[config.mk]
export PLATFORM = sky130hd
export DESIGN_NAME = platform_interrupt_controller
export DESIGN_NICKNAME = d
export VERILOG_FILES = /design/src/design/plic_pkg.sv /design/src/design/platform_interrupt_controller.sv
export SDC_FILE = /design/constraint.sdc
export NUM_CORES = 1
export LEC_CHECK = 0
export BUFFER_PORTS_ARGS = -buffer_cell sky130_fd_sc_hd__buf_2
export CELL_PAD_IN_SITES_DETAIL_PLACEMENT = 0
export CELL_PAD_IN_SITES_GLOBAL_PLACEMENT = 1
export CORE_MARGIN = 1.5
export CORE_UTILIZATION = 46
export DETAILED_ROUTE_END_ITERATION = 6
export PLACE_DENSITY = 0.73
export SETUP_SLACK_MARGIN = 0.4
export SKIP_CTS_REPAIR_TIMING = 1
export SLEW_MARGIN = 40
export SYNTH_ARGS = -nofsm -noshare
export SYNTH_HDL_FRONTEND = slang
export SYNTH_SLANG_ARGS = --single-unit
[constraint.sdc]
create_clock -name clk -period 4.7 [get_ports clk]
set_input_delay 1.41 -clock clk [delete_from_list [all_inputs] [get_ports clk]]
set_output_delay 1.41 -clock clk [all_outputs]
set_load 0.01 [all_outputs]
[src/design/plic_pkg.sv]
package plic_pkg;

  localparam int NUM_SOURCES_DEF   = 64;
  localparam int NUM_CONTEXTS_DEF  = 2;
  localparam int PRIORITY_BITS_DEF = 3;

  localparam logic [1:0] OP_READ    = 2'd0;
  localparam logic [1:0] OP_WRITE   = 2'd1;
  localparam logic [1:0] OP_REQUEST = 2'd2;

  localparam logic [25:0] PENDING_BASE = 26'h0001000;
  localparam logic [25:0] ENABLE_BASE  = 26'h0002000;
  localparam logic [25:0] CTXCTL_BASE  = 26'h0200000;

  localparam logic [9:0] CTL_THRESHOLD = 10'd0;
  localparam logic [9:0] CTL_CLAIM     = 10'd1;

endpackage

[src/design/platform_interrupt_controller.sv]
// channel  | handshake             | payload
// in       | in_valid / in_ready   | opcode, reg_offset, write_value, source_id
// out      | out_valid / out_ready | read_value, irq_lines
//
// every item ends with one pass over sources 1..NUM_SOURCES-1 through the priority
// and enable memories, one source per cycle; a priority or enable read or a complete
// write first passes through an access state
// a claim read makes two passes (claim, then irq lines)
// after reset a clearing pass zeroes both memories, in_ready low
// a finished result waits in the output register while the next item is taken; a
// result still held there by out_ready low stalls the end of the next scan
module platform_interrupt_controller #(
  parameter int NUM_SOURCES   = plic_pkg::NUM_SOURCES_DEF,
  parameter int NUM_CONTEXTS  = plic_pkg::NUM_CONTEXTS_DEF,
  parameter int PRIORITY_BITS = plic_pkg::PRIORITY_BITS_DEF
) (
  input  logic        clk,
  input  logic        rst,
  input  logic        in_valid,
  output logic        in_ready,
  input  logic [1:0]  opcode,
  input  logic [25:0] reg_offset,
  input  logic [31:0] write_value,
  input  logic [5:0]  source_id,
  output logic        out_valid,
  input  logic        out_ready,
  output logic [31:0] read_value,
  output logic [1:0]  irq_lines
);
  import plic_pkg::*;

  localparam int SW    = $clog2(NUM_SOURCES);
  localparam int WORDS = NUM_SOURCES / 32;
  localparam int ENW   = NUM_CONTEXTS * WORDS;
  localparam int EW    = (ENW > 1) ? $clog2(ENW) : 1;
  localparam int CW    = (NUM_CONTEXTS > 1) ? $clog2(NUM_CONTEXTS) : 1;
  localparam int PW    = PRIORITY_BITS;
  localparam logic [31:0] PRIO_MAX = 32'((1 << PRIORITY_BITS) - 1);
  localparam logic [SW-1:0] LAST_SRC = SW'(NUM_SOURCES - 1);
  localparam logic [CW-1:0] CTX_B = (NUM_CONTEXTS > 1) ? CW'(1) : CW'(0);

  typedef enum logic [4:0] {
    S_CLEAR  = 5'b00001,
    S_IDLE   = 5'b00010,
    S_EXEC   = 5'b00100,
    S_ACCESS = 5'b01000,
    S_SCAN   = 5'b10000
  } state_t;

  state_t state;
  logic   finish;

  // memories
  logic [PW-1:0] prio_mem [NUM_SOURCES];
  logic [31:0]   en_mem [ENW];
  logic          prio_we, en_we;
  logic [SW-1:0] prio_wa, prio_ra;
  logic [PW-1:0] prio_wd, prio_q;
  logic [EW-1:0] en_wa, en_ra_a, en_ra_b;
  logic [31:0]   en_wd, en_qa, en_qb;

  logic [NUM_SOURCES-1:0] pending, in_service;
  logic [PW-1:0]          thr [NUM_CONTEXTS];

  logic [1:0]  q_op;
  logic [25:0] q_off;
  logic [31:0] q_val;
  logic [5:0]  q_sid;
  logic [31:0] rd_val;
  logic [1:0]  lines;

  logic [SW-1:0] clr_cnt, scan_cnt, sd, best_a, best_b, fin_a, fin_b;
  logic          scan_issue, sd_v, claim_pass;
  logic [CW-1:0] ctx_a;
  logic [PW-1:0] bprio_a, bprio_b;
  logic          hit_a, hit_b;

  // decode of the latched access
  logic [25:0] off, en_rel, ctl_rel;
  logic        rg_prio, rg_pend, rg_en, rg_ctl;
  logic [9:0]  bus_s, pend_w, ctl_r;
  logic [4:0]  en_w;
  logic [18:0] en_c;
  logic [13:0] ctl_c;
  logic        prio_ok, pend_ok, en_ok, ctl_ok, cmp_ok, is_rd, is_wr;
  logic        thr_we, exec_access, exec_claim;
  logic [PW-1:0] thr_a0, thr_b0;

  always_comb begin
    off     = {q_off[25:2], 2'b00};
    rg_prio = off < PENDING_BASE;
    rg_pend = !rg_prio && off < ENABLE_BASE;
    rg_en   = off >= ENABLE_BASE && off < CTXCTL_BASE;
    rg_ctl  = off >= CTXCTL_BASE;
    bus_s   = off[11:2];
    pend_w  = off[11:2];
    en_rel  = off - ENABLE_BASE;
    en_c    = en_rel[25:7];
    en_w    = en_rel[6:2];
    ctl_rel = off - CTXCTL_BASE;
    ctl_c   = ctl_rel[25:12];
    ctl_r   = ctl_rel[11:2];
    prio_ok = bus_s != 10'd0 && 32'(bus_s) < 32'(NUM_SOURCES);
    pend_ok = 32'(pend_w) < 32'(WORDS);
    en_ok   = 32'(en_c) < 32'(NUM_CONTEXTS) && 32'(en_w) < 32'(WORDS);
    ctl_ok  = 32'(ctl_c) < 32'(NUM_CONTEXTS);
    cmp_ok  = q_val != 32'd0 && q_val < 32'(NUM_SOURCES);
    is_rd   = q_op == OP_READ;
    is_wr   = q_op == OP_WRITE;
    thr_we  = is_wr && rg_ctl && ctl_ok && ctl_r == CTL_THRESHOLD && q_val <= PRIO_MAX;
    exec_claim  = is_rd && rg_ctl && ctl_ok && ctl_r == CTL_CLAIM;
    exec_access = (is_rd && rg_prio && prio_ok) || (is_rd && rg_en && en_ok) ||
                  (is_wr && rg_ctl && ctl_ok && ctl_r == CTL_CLAIM && cmp_ok);
    // thresholds the irq line pass starts from, including a write in flight
    thr_a0 = (thr_we && ctl_c[CW-1:0] == CW'(0)) ? q_val[PW-1:0] : thr[0];
    thr_b0 = (thr_we && ctl_c[CW-1:0] == CTX_B) ? q_val[PW-1:0] : thr[CTX_B];
  end

  // memory port control
  always_comb begin
    prio_we = 1'b0;
    prio_wa = bus_s[SW-1:0];
    prio_wd = q_val[PW-1:0];
    en_we   = 1'b0;
    en_wa   = EW'(32'(en_c[CW-1:0]) * WORDS + 32'(en_w));
    en_wd   = (en_w == 5'd0) ? (q_val & ~32'd1) : q_val;
    if (state == S_CLEAR) begin
      prio_we = 1'b1;
      prio_wa = clr_cnt;
      prio_wd = '0;
      en_we   = 32'(clr_cnt) < 32'(ENW);
      en_wa   = clr_cnt[EW-1:0];
      en_wd   = '0;
    end else if (state == S_EXEC && is_wr) begin
      prio_we = rg_prio && prio_ok && q_val <= PRIO_MAX;
      en_we   = rg_en && en_ok;
    end
    if (state == S_SCAN) begin
      prio_ra = scan_cnt;
      en_ra_a = EW'(32'(ctx_a) * WORDS + 32'(scan_cnt >> 5));
      en_ra_b = EW'(32'(CTX_B) * WORDS + 32'(scan_cnt >> 5));
    end else begin
      prio_ra = bus_s[SW-1:0];
      en_ra_b = '0;
      if (rg_en)
        en_ra_a = EW'(32'(en_c[CW-1:0]) * WORDS + 32'(en_w));
      else
        en_ra_a = EW'(32'(ctl_c[CW-1:0]) * WORDS + 32'(q_val[SW-1:0] >> 5));
    end
  end

  always_ff @(posedge clk) begin
    if (prio_we) prio_mem[prio_wa] <= prio_wd;
    prio_q <= prio_mem[prio_ra];
  end

  always_ff @(posedge clk) begin
    if (en_we) en_mem[en_wa] <= en_wd;
    en_qa <= en_mem[en_ra_a];
    en_qb <= en_mem[en_ra_b];
  end

  // compare stage of the scan
  always_comb begin
    hit_a = sd_v && pending[sd] && en_qa[sd[4:0]] && prio_q > bprio_a;
    hit_b = sd_v && pending[sd] && en_qb[sd[4:0]] && prio_q > bprio_b;
    fin_a = hit_a ? sd : best_a;
    fin_b = hit_b ? sd : best_b;
  end

  assign in_ready = state == S_IDLE;

  always_ff @(posedge clk) begin
    if (rst) begin
      state      <= S_CLEAR;
      clr_cnt    <= '0;
      pending    <= '0;
      in_service <= '0;
      out_valid  <= 1'b0;
      finish     <= 1'b0;
      scan_issue <= 1'b0;
      sd_v       <= 1'b0;
      claim_pass <= 1'b0;
      for (int c = 0; c < NUM_CONTEXTS; c++) thr[c] <= '0;
    end else begin
      if (finish && (!out_valid || out_ready)) begin
        out_valid  <= 1'b1;
        read_value <= rd_val;
        irq_lines  <= lines;
        finish     <= 1'b0;
        state      <= S_IDLE;
      end else if (out_ready) begin
        out_valid <= 1'b0;
      end
      unique case (state)
        S_CLEAR: begin
          clr_cnt <= clr_cnt + SW'(1);
          if (clr_cnt == LAST_SRC) state <= S_IDLE;
        end
        S_IDLE: begin
          if (in_valid) begin
            q_op   <= opcode;
            q_off  <= reg_offset;
            q_val  <= write_value;
            q_sid  <= source_id;
            rd_val <= '0;
            state  <= S_EXEC;
          end
        end
        S_EXEC: begin
          state      <= exec_access ? S_ACCESS : S_SCAN;
          claim_pass <= exec_claim;
          ctx_a      <= exec_claim ? ctl_c[CW-1:0] : CW'(0);
          bprio_a    <= exec_claim ? thr[ctl_c[CW-1:0]] : thr_a0;
          bprio_b    <= thr_b0;
          best_a     <= '0;
          best_b     <= '0;
          scan_cnt   <= SW'(1);
          scan_issue <= 1'b1;
          sd_v       <= 1'b0;
          if (q_op == OP_REQUEST) begin
            if (q_sid != 6'd0 && 32'(q_sid) < 32'(NUM_SOURCES) &&
                !pending[q_sid] && !in_service[q_sid])
              pending[q_sid] <= 1'b1;
          end else if (is_rd && rg_pend && pend_ok) begin
            rd_val <= pending[32*int'(pend_w) +: 32];
          end else if (rg_ctl && ctl_ok && ctl_r == CTL_THRESHOLD) begin
            if (is_rd) rd_val <= 32'(thr[ctl_c[CW-1:0]]);
            else if (thr_we) thr[ctl_c[CW-1:0]] <= q_val[PW-1:0];
          end
        end
        S_ACCESS: begin
          if (rg_prio) rd_val <= 32'(prio_q);
          else if (rg_en) rd_val <= en_qa;
          else if (en_qa[q_val[4:0]]) in_service[q_val[SW-1:0]] <= 1'b0;
          state      <= S_SCAN;
          claim_pass <= 1'b0;
          ctx_a      <= '0;
          bprio_a    <= thr[0];
          bprio_b    <= thr[CTX_B];
          best_a     <= '0;
          best_b     <= '0;
          scan_cnt   <= SW'(1);
          scan_issue <= 1'b1;
          sd_v       <= 1'b0;
        end
        S_SCAN: begin
          if (!finish) begin
            sd_v <= scan_issue;
            if (scan_issue) begin
              sd <= scan_cnt;
              if (scan_cnt == LAST_SRC) scan_issue <= 1'b0;
              else scan_cnt <= scan_cnt + SW'(1);
            end
            if (sd_v && sd == LAST_SRC) begin
              if (claim_pass) begin
                if (fin_a != '0) begin
                  pending[fin_a]    <= 1'b0;
                  in_service[fin_a] <= 1'b1;
                  rd_val            <= 32'(fin_a);
                end
                // second pass for the irq lines
                claim_pass <= 1'b0;
                ctx_a      <= '0;
                bprio_a    <= thr[0];
                bprio_b    <= thr[CTX_B];
                best_a     <= '0;
                best_b     <= '0;
                scan_cnt   <= SW'(1);
                scan_issue <= 1'b1;
              end else begin
                lines  <= {NUM_CONTEXTS > 1 && fin_b != '0, fin_a != '0};
                finish <= 1'b1;
              end
            end else begin
              if (hit_a) begin
                best_a  <= sd;
                bprio_a <= prio_q;
              end
              if (hit_b) begin
                best_b  <= sd;
                bprio_b <= prio_q;
              end
            end
          end
        end
        default: state <= S_CLEAR;
      endcase
    end
  end

endmodule

==> impl_metrics.env <==
export IMPL_p_comb_share_pct=5.4
export IMPL_hold_ws_ns=0.4197
export IMPL_cts_root_buf="clkbuf_16"
export IMPL_final_cells=3614
export IMPL_gp_congestion=0.9600
export IMPL_finalSetupViolCount=0
export IMPL_min_period_over_period_pct=86.93
export IMPL_powerDensity_nw_per_um2=401.0
export IMPL_outcome="complete, no violations"
export IMPL_tightest_slew_ns=0.8444
export IMPL_crit_buf_inv=1
export IMPL_start_kind="flip-flop"
export IMPL_criticalPathCategory="flip-flop to flip-flop"
export IMPL_hold_violations=0
export IMPL_fp_dieH_um=263.0
export IMPL_switching_share_pct=22.49
export IMPL_slew_violations=0
export IMPL_r2r_cells=10
export IMPL_die_x_um=263.0
export IMPL_dp_cells=3465
export IMPL_synthCells=2542
export IMPL_max_freq_mhz=244.8
export IMPL_area_growth_pct=15.61
export IMPL_seq_area_um2=18910
export IMPL_synth_async_reset_ratio_pct=0
export IMPL_p_int_mw=11.17
export IMPL_drc=0
export IMPL_rsz0062_at_grt="false"
export IMPL_fillCellCount=5678
export IMPL_fin_util_pct=53.61
export IMPL_max_cap_violations=0
export IMPL_grt_max_degree=94
export IMPL_met3_usage_pct=4.499
export IMPL_first_pass_iters=5
export IMPL_multi_input_area_um2=11490
export IMPL_ys_ff_latch=700
export IMPL_worstHoldPathCells=0
export IMPL_slowest_delay_ns=0.62
export IMPL_crit_path_max_fanout=11
export IMPL_grt_util_met1_pct=35.92
export IMPL_synth_avg_cell_area_um2=12.23
export IMPL_die_area_um2=69150
export IMPL_drive_above_1_share_pct=17.85
export IMPL_cp_common_cell="o21ai_0"
export IMPL_syn_nets=2624
export IMPL_ys_seq_area_share_pct=60.82
export IMPL_placed_area_um2=33110
export IMPL_switching_power_mw=3.241
export IMPL_worst_slack_ns=0.6144
export IMPL_ys_flop_type="edfxtp_1"
export IMPL_grt_total_usage_pct=26.64
export IMPL_finalSetupTns_ns=0
export IMPL_final_nets=2762
export IMPL_postLayoutCellArea_um2=35940
export IMPL_mostFrequentLayoutCell="edfxtp_1"
export IMPL_layout_common_cells="edfxtp_1, nand2_1, dfxtp_1"
export IMPL_synth_cell_types=79
export IMPL_synth_edf_count=489
export IMPL_routed_via_count=22380
export IMPL_cp_depth=10
export IMPL_yosys_warnings=0
export IMPL_grt_busiest_layer="met2"
export IMPL_dr_first_iter_drc_count=2430
export IMPL_maxSlewHeadroom_pct=43.70
export IMPL_numCtsBuffers=75
export IMPL_power_mw=14.41
export IMPL_grt_pass1_wl_mm=138.5
export IMPL_finalWirelength_mm=93.19
export IMPL_path_delay_family="compound AO/OA/AOI/OAI gates"
export IMPL_clk_latency_ns=0.65
export IMPL_hold_class="flip-flop to flip-flop"
export IMPL_wl_per_cell_um=25.79
export IMPL_ir_worst_vdd_v=0.0003282
export IMPL_rows=95
export IMPL_coreArea_um2=67040
export IMPL_period_minus_slack_ns=4.086
export IMPL_fin_skew_ns=0.04663
export IMPL_initial_utilization_pct=46.37
export IMPL_syn_cell_area_um2=31090
export IMPL_grt_pass1_vias=21910
export IMPL_endpoint_kind="flip-flop"
export IMPL_leakage_nw=12.45
export IMPL_vias_per_cell=6.192
export IMPL_critical_path_arrival_ns=4.56
export IMPL_pre_cts_ws_ns=0.4630
export IMPL_io_buffers=103
export IMPL_cts_sinks=700
export IMPL_cp_cell_sequence="buf_4, or3b_2, o21ai_0, a211o_1, o21ai_0, a2bb2oi_1, a22o_1, o21ai_0, a2111oi_2, a21oi_1"
export IMPL_met2_usage_pct=42.88
export IMPL_dp_hpwl_mm=66.09
export IMPL_postRouteAntennaNets=0
export IMPL_grt_overflow_total=0
export IMPL_clockPowerShare_pct=44.3
export IMPL_cts_tree="done"
export IMPL_antenna_found_initial=1
export IMPL_ctsLongestPathBuffers=3
export IMPL_clkTransAtPathRegs_ns=0.06
export IMPL_htreeDepth=3
export IMPL_seqPwrFrac_pct=50.3
export IMPL_pin_count=106
export IMPL_required_ns=5.17
export IMPL_worst_path_max_delay_cell="a2111oi_2"
## registers in the layout, summed over array words and instances (netlist names), 24 cells and up
| register | count |
|---|---|
| prio_mem | 192 |
| en_mem | 128 |
| in_service | 64 |
| pending | 64 |
| en_qa | 32 |
| en_qb | 32 |
| q_val | 32 |
| rd_val | 32 |
| read_value | 32 |
| q_off | 24 |
## worst reg2reg max path: cells and delay by family (launching register included)
kind / cells / cell delay, ns
and+or+nand+nor: 1 / 0.38
AOI/OAI and AO/OA: 8 / 2.69
buffers and inverters: 1 / 0.26
DFF: 1 / 0.61
## per-layer routing
metal	share of wire (%)	vias to the layer above	wire (µm)
met1	42	11050	39100
met5	0	-	0
met4	4.3	0	3962
met2	47	1054	43480
met3	7.1	226	6650
li1	-	10040	-
## power groups by stage
stage / combinational [mW] / sequential [mW] / clock (mW)
global placement: 0.757 / 7.36 / 0
CTS: 0.784 / 7.24 / 6.47
detailed placement: 0.780 / 7.37 / 0
global route: 0.862 / 7.28 / 6.71
floorplan: 0.489 / 7.30 / 0
finish: 0.782 / 7.25 / 6.38
## cell families after synthesis
kind of cell             Yosys count  synth area share [%]
AO/OA/AOI/OAI                    621                 13.46
AND/OR/NAND/NOR                  767                 11.90
multiplexers                     230                 10.30
adder cells (fa/ha/maj)           12                0.4829
buffers and inverters            202                 2.757
XOR/XNOR                          10                0.2817
flip-flops                       700                 60.82
## synthesized netlist by cell type (all sizes together), types with 19 or more instances
cell type / n / area share (%)
nor2: 204 / 2.5
nor2b: 29 / 0.58
nand2: 229 / 2.8
o21ai: 200 / 3.3
a211oi: 66 / 1.6
nand3b: 21 / 0.51
a21oi: 48 / 0.78
buf: 49 / 0.91
o211ai: 53 / 1.3
nor4: 24 / 0.48
o21a: 24 / 0.58
a22oi: 19 / 0.46
dfxtp: 211 / 14
clkbuf: 115 / 1.4
and2: 71 / 1.4
nor3: 31 / 0.50
nand3: 60 / 0.97
o311ai: 23 / 0.65
mux2i: 150 / 4.8
mux4: 71 / 5.1
a31oi: 74 / 1.5
inv: 35 / 0.42
edfxtp: 489 / 47
## area by class of cell
cell class	count	share of cell area [%]
inverters	38	0.3969
clock buffers	96	5.594
flip-flops and latches	700	52.61
repair buffers	225	4.491
well taps	873	3.039
clock inverters	41	1.890
diodes	1	0.006962
multi-input cells	1640	31.97
## worst paths after layout
check / startpoint / to / slack, ns
max: q_sid[1] / pending[32] / 0.61
min: rd_val[13] / read_value[13] / 0.42
max reg2reg: q_sid[1] / pending[32] / 0.61
min reg2reg: rd_val[13] / read_value[13] / 0.42
No activity file was read; power rests on OpenSTA's default activity.
